[src/hdl/nsng_pkg.sv]
// Package for the 5-smooth number unit: sizes, state and select codes,
// controller/datapath command and status structs. No dependencies.
`default_nettype none

package nsng_pkg;

   localparam int MAX_N  = 1024;
   localparam int IDX_W  = 11;
   localparam int ADDR_W = $clog2(MAX_N);
   localparam int VAL_W  = 32;
   localparam int CAND_W = VAL_W + 3;   // room for x5

   typedef enum logic [3:0] {
      ST_IDLE,
      ST_CHECK,
      ST_RD2,
      ST_RD3,
      ST_RD5,
      ST_CAND,
      ST_APPEND,
      ST_RESP
   } nsng_state_type;

   typedef enum logic [1:0] {
      RD_SEL_P2,
      RD_SEL_P3,
      RD_SEL_P5,
      RD_SEL_REQ
   } nsng_rd_sel_type;

   typedef struct packed {
      logic            latch_req;
      logic            rd_en;
      nsng_rd_sel_type rd_sel;
      logic            cap_v2;
      logic            cap_v3;
      logic            cap_cand;
      logic            seed;
      logic            append;
      logic            rsp_load;
   } nsng_cmd_type;

   typedef struct packed {
      logic req_zero;
      logic req_big;
      logic have_enough;
      logic table_empty;
   } nsng_status_type;

endpackage

`default_nettype wire

[src/hdl/nsng_ctrl.sv]
// Controller FSM: sequences table growth and lookup, owns the channel
// handshakes and the response valid flag. Depends on nsng_pkg.
`default_nettype none

module nsng_ctrl (
   input  wire logic                      clock,
   input  wire logic                      reset,
   input  wire logic                      req_valid,
   output logic                           req_ready,
   output logic                           rsp_valid,
   input  wire logic                      rsp_ready,
   input  wire nsng_pkg::nsng_status_type status,
   output nsng_pkg::nsng_cmd_type         cmd
);

   nsng_pkg::nsng_state_type state_ff, state_in;
   logic                     rsp_valid_ff, rsp_valid_in;

   always_ff @(posedge clock) begin
      if (reset) begin
         state_ff     <= nsng_pkg::ST_IDLE;
         rsp_valid_ff <= 1'b0;
      end else begin
         state_ff     <= state_in;
         rsp_valid_ff <= rsp_valid_in;
      end
   end

   always_comb begin
      state_in      = state_ff;
      req_ready     = 1'b0;
      cmd.latch_req = 1'b0;
      cmd.rd_en     = 1'b0;
      cmd.rd_sel    = nsng_pkg::RD_SEL_P2;
      cmd.cap_v2    = 1'b0;
      cmd.cap_v3    = 1'b0;
      cmd.cap_cand  = 1'b0;
      cmd.seed      = 1'b0;
      cmd.append    = 1'b0;
      cmd.rsp_load  = 1'b0;

      unique case (state_ff)
         nsng_pkg::ST_IDLE: begin
            req_ready = 1'b1;
            if (req_valid) begin
               cmd.latch_req = 1'b1;
               state_in      = nsng_pkg::ST_CHECK;
            end
         end
         nsng_pkg::ST_CHECK: begin
            priority if (status.req_zero || status.req_big) begin
               state_in = nsng_pkg::ST_RESP;
            end else if (status.have_enough) begin
               cmd.rd_en  = 1'b1;
               cmd.rd_sel = nsng_pkg::RD_SEL_REQ;
               state_in   = nsng_pkg::ST_RESP;
            end else if (status.table_empty) begin
               cmd.seed = 1'b1;   // first element is 1
            end else begin
               state_in = nsng_pkg::ST_RD2;
            end
         end
         nsng_pkg::ST_RD2: begin
            cmd.rd_en  = 1'b1;
            cmd.rd_sel = nsng_pkg::RD_SEL_P2;
            state_in   = nsng_pkg::ST_RD3;
         end
         nsng_pkg::ST_RD3: begin
            cmd.rd_en  = 1'b1;
            cmd.rd_sel = nsng_pkg::RD_SEL_P3;
            cmd.cap_v2 = 1'b1;
            state_in   = nsng_pkg::ST_RD5;
         end
         nsng_pkg::ST_RD5: begin
            cmd.rd_en  = 1'b1;
            cmd.rd_sel = nsng_pkg::RD_SEL_P5;
            cmd.cap_v3 = 1'b1;
            state_in   = nsng_pkg::ST_CAND;
         end
         nsng_pkg::ST_CAND: begin
            cmd.cap_cand = 1'b1;
            state_in     = nsng_pkg::ST_APPEND;
         end
         nsng_pkg::ST_APPEND: begin
            cmd.append = 1'b1;
            state_in   = nsng_pkg::ST_CHECK;
         end
         nsng_pkg::ST_RESP: begin
            if (!rsp_valid_ff || rsp_ready) begin
               cmd.rsp_load = 1'b1;
               state_in     = nsng_pkg::ST_IDLE;
            end
         end
         default: begin
            state_in = nsng_pkg::ST_IDLE;
         end
      endcase
   end

   always_comb begin
      priority if (cmd.rsp_load) begin
         rsp_valid_in = 1'b1;
      end else if (rsp_ready) begin
         rsp_valid_in = 1'b0;
      end else begin
         rsp_valid_in = rsp_valid_ff;
      end
   end

   assign rsp_valid = rsp_valid_ff;

endmodule

`default_nettype wire

[config.mk]
export PLATFORM = sky130hd
export DESIGN_NAME = nsng_ctrl
export DESIGN_NICKNAME = d
export VERILOG_FILES = /design/src/hdl/nsng_pkg.sv /design/src/hdl/nsng_ctrl.sv
export SDC_FILE = /design/constraint.sdc
export NUM_CORES = 1
export LEC_CHECK = 0
export BUFFER_PORTS_ARGS = -buffer_cell sky130_fd_sc_hd__clkbuf_2
export CAP_MARGIN = 20
export CORE_AREA = 2 2 39 41
export CTS_CLUSTER_SIZE = 10
export DETAILED_ROUTE_END_ITERATION = 8
export DIE_AREA = 0 0 41 43
export SETUP_SLACK_MARGIN = 0.1
export SLEW_MARGIN = 25
export SYNTH_ARGS = -nofsm -noshare
export SYNTH_HDL_FRONTEND = slang
export SYNTH_SLANG_ARGS = --single-unit
[constraint.sdc]
create_clock -name clock -period 1.4 [get_ports clock]
set_input_delay 0.21 -clock clock [delete_from_list [all_inputs] [get_ports clock]]
set_output_delay 0.21 -clock clock [all_outputs]
set_load 0.01 [all_outputs]
### Word level (Yosys, flattened, before mapping)

Cells that the tools add are included.

| cells by class | value |
|---|---|
| eq/ne operators | 10 |
| mux-type cells | 24 |
| reductions and logical operators | 6 |

Operator list:

| kind | count |
|---|---|
| $pmux 4 s8 | 1 |
| $mux 4 | 5 |
| $eq 4x3->1 const B | 4 |
| $mux 1 | 15 |
| $pmux 3 s4 | 1 |
| $eq 4x2->1 const B | 2 |
| $mux 3 | 2 |
| $eq 4x1->1 const B | 1 |
| $logic_not 4->1 | 1 |
| $ne 2x2->1 const B | 2 |
| $ne 4x4->1 const B | 1 |
| $reduce_and 3->1 | 1 |
| $logic_or 1x1->1 | 2 |
| $reduce_bool 2->1 | 1 |
| $logic_not 1->1 | 1 |

| word-level totals | value |
|---|---|
| register bits | 5 |
| input port bits | 8 |
| word-level logic and storage cells | 42 |

### Longest topological paths before layout

Gate-level depths: netlist of the first run.

| depth | value |
|---|---|
| depth after elaboration | 5 |
| depth in mapped cells | 4 |
| gate-level depth less buffers | 3 |

### Worst setup path before layout of the first run

OpenSTA, ideal clock, no wires.

| path | value |
|---|---|
| path type | reg2out |
| start point | reg state_ff[0] |
| end point | out cmd[9] (netlist name) |
| data arrival time | 1083 ps |
| data required time | 1190 ps |
| path slack | 107 ps |
| cell stages (with the launch flop) | 4 |
| path buffers | 1 |
| cell sequence | dfxtp_1 > clkbuf_4 > nor3_1 > and2_1 |

RTL lines:

| element | line | text |
|---|---|---|
| start, declared | nsng_ctrl.sv:16 | `nsng_pkg::nsng_state_type state_ff, state_in;` |
| start signal, assigned | nsng_ctrl.sv:21 | `state_ff <= nsng_pkg::ST_IDLE;` |
| start signal, assigned | nsng_ctrl.sv:24 | `state_ff <= state_in;` |
| end, declared | nsng_ctrl.sv:13 | `output nsng_pkg::nsng_cmd_type cmd` |

==> flow_summary.yaml, run 1 <==
timing:
  finalClockSkew_ns: 0.00106
  fmax_mhz: 728
  slew_violations: 0
  post-route-min-period_ns: 1.37
  rsz0062_at_grt: "true"
  timing_hold_violations_final: 0
  fin_crit_sh: 0.980
  tightest_slew_ns: 0.381
  setup_violations: 0
  relSlewSlack: 0.745
drt:
  antenna_left: 0
  dr.pass1.iters: 4
  vias_per_cell: 4.79
  drtIter0Drc: 7
  post_drt_wl_per_cell_um: 10.6
  vias: 426
  drt_wl_total_um: 944
  drc_errors: 0
grt:
  grt_pass1_wl_mm: 1.39
  grt_usage: 0.117
  antenna_found_initial: 0
  grt_pass1_vias: 362
  grt_max_degree: 12
  gr-total-overflow: 0
place:
  placed_cell_area_um2: 440
  dp.cells: 79
  port_buffers: 19
  gp_congestion: 0.665
  dp_hpwl_um: 613
floorplanning:
  dieArea_um2: 1760
  num_io_pins: 20
  die_y_um: 43
  coreArea_um2: 1380
  die_w_um: 41
  initial_utilization: 0.243
  rows: 14
pwr:
  p_leak_nw: 0.280
  peakVddDrop_mv: 0.427
  power_density_nw_per_um2: 985
worst_setup_path:
  cp.arrival_ns: 1.16
  cp_slowest_cell: "or3_4"
  crit_chain: "buf_6 -> or3_4 -> nor4_4 -> buf_2"
  crit_fanout: 2
  r2r_cells: 6
  crit_family: "simple AND/OR/NAND/NOR gates"
  crit_buf_inv: 2
  setup.worst_path.class: "input port to primary output"
  critPathLaunchType: "input port"
  cp_num_cells: 4
  critPathCaptureType: "primary output"
  max_stage_delay_ns: 0.39
  cp.required_ns: 1.19
finish:
  stdcell_area_um2: 573
  mostFrequentLayoutCells: "clkbuf_2 (11), buf_4 (8), buf_2 (7)"
  layout_commonest_cell: "clkbuf_2"
  layout.area.seq_um2: 91.3
  synthToLayoutAreaGrowth_pct: 70.3
  nets: 83
  n_antenna_cell: 0
  multiInputGateArea_um2: 244
  nFillCells: 150
  drive_above_1_share: 0.603
  final_util: 0.414
  layout.cells.non_filler: 89
outcome:
  status: "finished clean"
synthesis:
  syn_inst: 45
  yosysWarnings: 0
  yosysSeqAreaShare: 0.238
  ys_ff_latch: 4
  synthesis.area_um2: 337
  synth.distinct_cells: 25
  postSynthAreaPerCell_um2: 7.48
  synth_nets: 53
clock_network:
  path_clk_slew_ns: 0.04
  clock_sinks: 4
  h-tree-depth: 1
  cts_hold_buf: 0
  clockBufferDepth: 2
  clk_latency_ns: 0.23
  cts_tree: "yes"
  cts_buffers: 3
  root_buffer: "clkbuf_4"
hold_path:
  holdPathStages: 2
  hp-class: "input port to flop"
job:
  cap_violations: 0
## per-layer routing
metal  up-vias  track usage  wire length, µm
li1        215            -                -
met1       191        0.129              414
met2        18        0.191              455
met3         2       0.0157               60
met4         0       0.0800               14
met5         -            0                0
## synth_stat cells
library cell  instances  share of area
nor3b_1               1          0.022
a221oi_1              1          0.026
clkbuf_4              1          0.022
and2b_2               1          0.026
nand3_1               1          0.015
nor2_1                6          0.067
and2_1                2          0.037
a21oi_1               4          0.059
dfxtp_1               4           0.24
nor2b_1               3          0.056
and3_1                1          0.019
o21a_1                1          0.022
a211oi_1              1          0.022
buf_6                 1          0.033
buf_4                 2          0.045
nor3_1                2          0.030
nor4_1                1          0.019
inv_1                 3          0.033
nor4_4                1          0.063
a31oi_1               1          0.019
or3_4                 1          0.033
o21ai_0               2          0.030
o21bai_1              1          0.022
nand2b_1              1          0.019
nand2_1               2          0.022
## path summary, 6_finish.rpt
kind	startpoint	end	slack, ns
worst max register to register	state_ff[2]	state_ff[0]	0.13
worst max-delay path	status[1]	cmd[2]	0.03
worst min-delay path	reset	state_ff[2]	0.20
worst min register to register	state_ff[0]	state_ff[2]	0.57
## cell families after synthesis
logic type | count (synthesis) | share of synthesized area
AO/OA/AOI/OAI | 11 | 0.201
buffers and inverters | 7 | 0.134
flip-flops | 4 | 0.238
AND/OR/NAND/NOR | 23 | 0.428
## power breakdown
group | internal (W) | switching [W]
clock | 0.0000959 | 0.0000467
combinational | 0.000138 | 0.000112
sequential | 0.000133 | 0.0000386
total | 0.000367 | 0.000197
## timing repair
| item | CTS | global route |
|---|---|---|
| setup buffers | 6 | 1 |
| resized for setup | 12 | 14 |
| pin swaps | 2 | 5 |
| gates cloned | 0 | 0 |
| setup endpoints to repair | 11 | 9 |
## sequential cells by signal, indices dropped and copies added, names as in the netlist
name       cells
state_ff       3
rsp_valid      1
## cell type report
type | instances | share of cell area
Timing Repair Buffer | 29 | 0.321
Clock buffer | 3 | 0.0393
Multi-Input combinational cell | 34 | 0.426
Tap cell | 16 | 0.0349
Inverter | 3 | 0.0197
Sequential cell | 4 | 0.159
## per-stage QoR
step	TNS (ns)	total power [W]	setup WS, ns	hold WS, ns
final	0	0.000564	0.0273	0.195
after global routing	-0.0139	0.000603	-0.00790	0.201
after CTS	0	0.000547	0.0315	0.181
after detailed placement	0	0.000341	0.0747	0.440
after global placement	0	0.000339	0.0662	0.436
after floorplan	0	0.000282	0.107	0.282
## worst register-to-register path, cell delays in order, from the launching register on
cell and delay, ns:
dfxtp_4 0.36, buf_6 0.13, buf_4 0.13, buf_4 0.12
nor2_1 0.07, o21ai_1 0.08, a221oi_1 0.27
Power figures use the tool's default switching activity.
==> run 2: changes to the inputs <==
--- a/config.mk
+++ b/config.mk
@@ -11,8 +11,8 @@
 export CTS_CLUSTER_SIZE = 10
 export DETAILED_ROUTE_END_ITERATION = 8
 export DIE_AREA = 0 0 41 43
+export RECOVER_POWER = 25
 export SETUP_SLACK_MARGIN = 0.1
-export SLEW_MARGIN = 25
 export SYNTH_ARGS = -nofsm -noshare
 export SYNTH_HDL_FRONTEND = slang
 export SYNTH_SLANG_ARGS = --single-unit
==> flow_summary.yaml, run 2 (synthesis results as in run 1) <==
outcome:
  status: "finished clean"
grt:
  grt_pass1_vias: 362
  grt_max_degree: 12
  antenna_found_initial: 0
  grt_pass1_wl_mm: 1.39
  grt_usage: 0.117
  gr-total-overflow: 0
finish:
  stdcell_area_um2: 572
  multiInputGateArea_um2: 244
  n_antenna_cell: 0
  max_flop_register: "state_ff"
  mostFrequentLayoutCells: "clkbuf_2 (10), buf_4 (8), buf_2 (7)"
  drive_above_1_share: 0.589
  nFillCells: 151
  synthToLayoutAreaGrowth_pct: 69.9
  final_util: 0.413
  nets: 83
  layout.area.seq_um2: 91.3
  largest_reg_flops: 3
  layout_commonest_cell: "clkbuf_2"
hold_path:
  min_to: "state_ff[2]"
  hp-start: "reset"
  hp-class: "input port to flop"
  holdPathStages: 2
timing:
  tightest_slew_ns: 0.381
  fmax_mhz: 728
  finalClockSkew_ns: 0.00106
  fin_ws_ns: 0.0273
  setup_violations: 0
  fin_crit_sh: 0.980
  slew_violations: 0
  post-route-min-period_ns: 1.37
  rsz0062_at_grt: "true"
  timing_hold_violations_final: 0
  relSlewSlack: 0.745
drt:
  vias_per_cell: 4.79
  vias: 426
  dr.pass1.iters: 4
  drtIter0Drc: 7
  antenna_left: 0
  drc_errors: 0
  post_drt_wl_per_cell_um: 10.6
  drt_wl_total_um: 943
clock_network:
  h-tree-depth: 1
  cts_buffers: 3
  root_buffer: "clkbuf_4"
  path_clk_slew_ns: 0.04
  cts_hold_buf: 0
  clock_sinks: 4
  clockBufferDepth: 2
  clk_latency_ns: 0.23
  cts_tree: "yes"
place:
  gp_congestion: 0.665
  dp_hpwl_um: 613
  dp_slack_ns: 0.0747
  placed_cell_area_um2: 440
  port_buffers: 19
worst_setup_path:
  r2r_cells: 6
  crit_fanout: 2
  crit_buf_inv: 2
  max_stage_delay_ns: 0.39
  setup.worst_path.class: "input port to primary output"
  critPathLaunchType: "input port"
  cp.arrival_ns: 1.16
  cp.required_ns: 1.19
  crit_chain: "buf_6 -> or3_4 -> nor4_4 -> buf_2"
  cp_slowest_cell: "or3_4"
  r2r_end: "state_ff[0]"
  reg2reg_slack_ns: 0.13
  r2r-start: "state_ff[2]"
  critPathCaptureType: "primary output"
  crit_family: "simple AND/OR/NAND/NOR gates"
pwr:
  power_density_nw_per_um2: 987
  peakVddDrop_mv: 0.427
  p_leak_nw: 0.276
floorplanning:
  dieArea_um2: 1760
  coreArea_um2: 1380
  die_w_um: 41
  rows: 14
  initial_utilization: 0.243
  die_y_um: 43
  num_io_pins: 20
job:
  cap_violations: 0
## run 2: metal layers
layer / GRT usage / vias to the layer above / wire length [µm] / part of all wire
met1: 0.129 / 191 / 413 / 0.44
met4: 0.0800 / 0 / 14 / 0.015
met5: 0 / - / 0 / 0
met2: 0.191 / 18 / 455 / 0.48
met3: 0.0157 / 2 / 59 / 0.063
li1: - / 215 / - / -
## run 2: area by class of cell
class / instances / area share
well taps: 16 / 0.0350
clock buffers: 3 / 0.0394
inverters: 3 / 0.0197
flip-flops and latches: 4 / 0.160
repair buffers: 29 / 0.319
multi-input cells: 34 / 0.427
## run 2: repair_timing
| item | 4_1_cts | 5_1_grt |
|---|---|---|
| gates resized for setup | 12 | 14 |
| endpoints found under the setup margin | 11 | 9 |
| buffers inserted | 6 | 1 |
| pin swaps | 2 | 5 |
## run 2: worst max path at each step
stage | start | to | slack (ns) | cells after the start
6_report | status[1] | cmd[2] | 0.03 | 4
5_1_grt | status[1] | cmd[2] | -0.008 | 4
4_1_cts | status[3] | cmd[2] | 0.03 | 4
3_5_place_dp | status[1] | cmd[2] | 0.07 | 4
3_3_place_gp | status[1] | cmd[2] | 0.07 | 4
2_1_floorplan | state_ff[0] | cmd[9] | 0.11 | 3
## run 2: power breakdown
part	internal, W	leakage (nW)	switching, W
combinational	0.000138	0.228	0.000112
clock	0.0000959	0.0138	0.0000467
sequential	0.000133	0.0348	0.0000386
total	0.000367	0.276	0.000197
## run 2: per-stage QoR
stage                     TNS, ns  cells  hold slack [ns]  total power [W]
final                           0     89            0.195         0.000564
after global routing      -0.0139     89            0.201         0.000603
after CTS                       0     88            0.181         0.000547
after detailed placement        0     79            0.440         0.000341
after global placement          0     79            0.436         0.000339
after floorplan                 0     45            0.282         0.000282
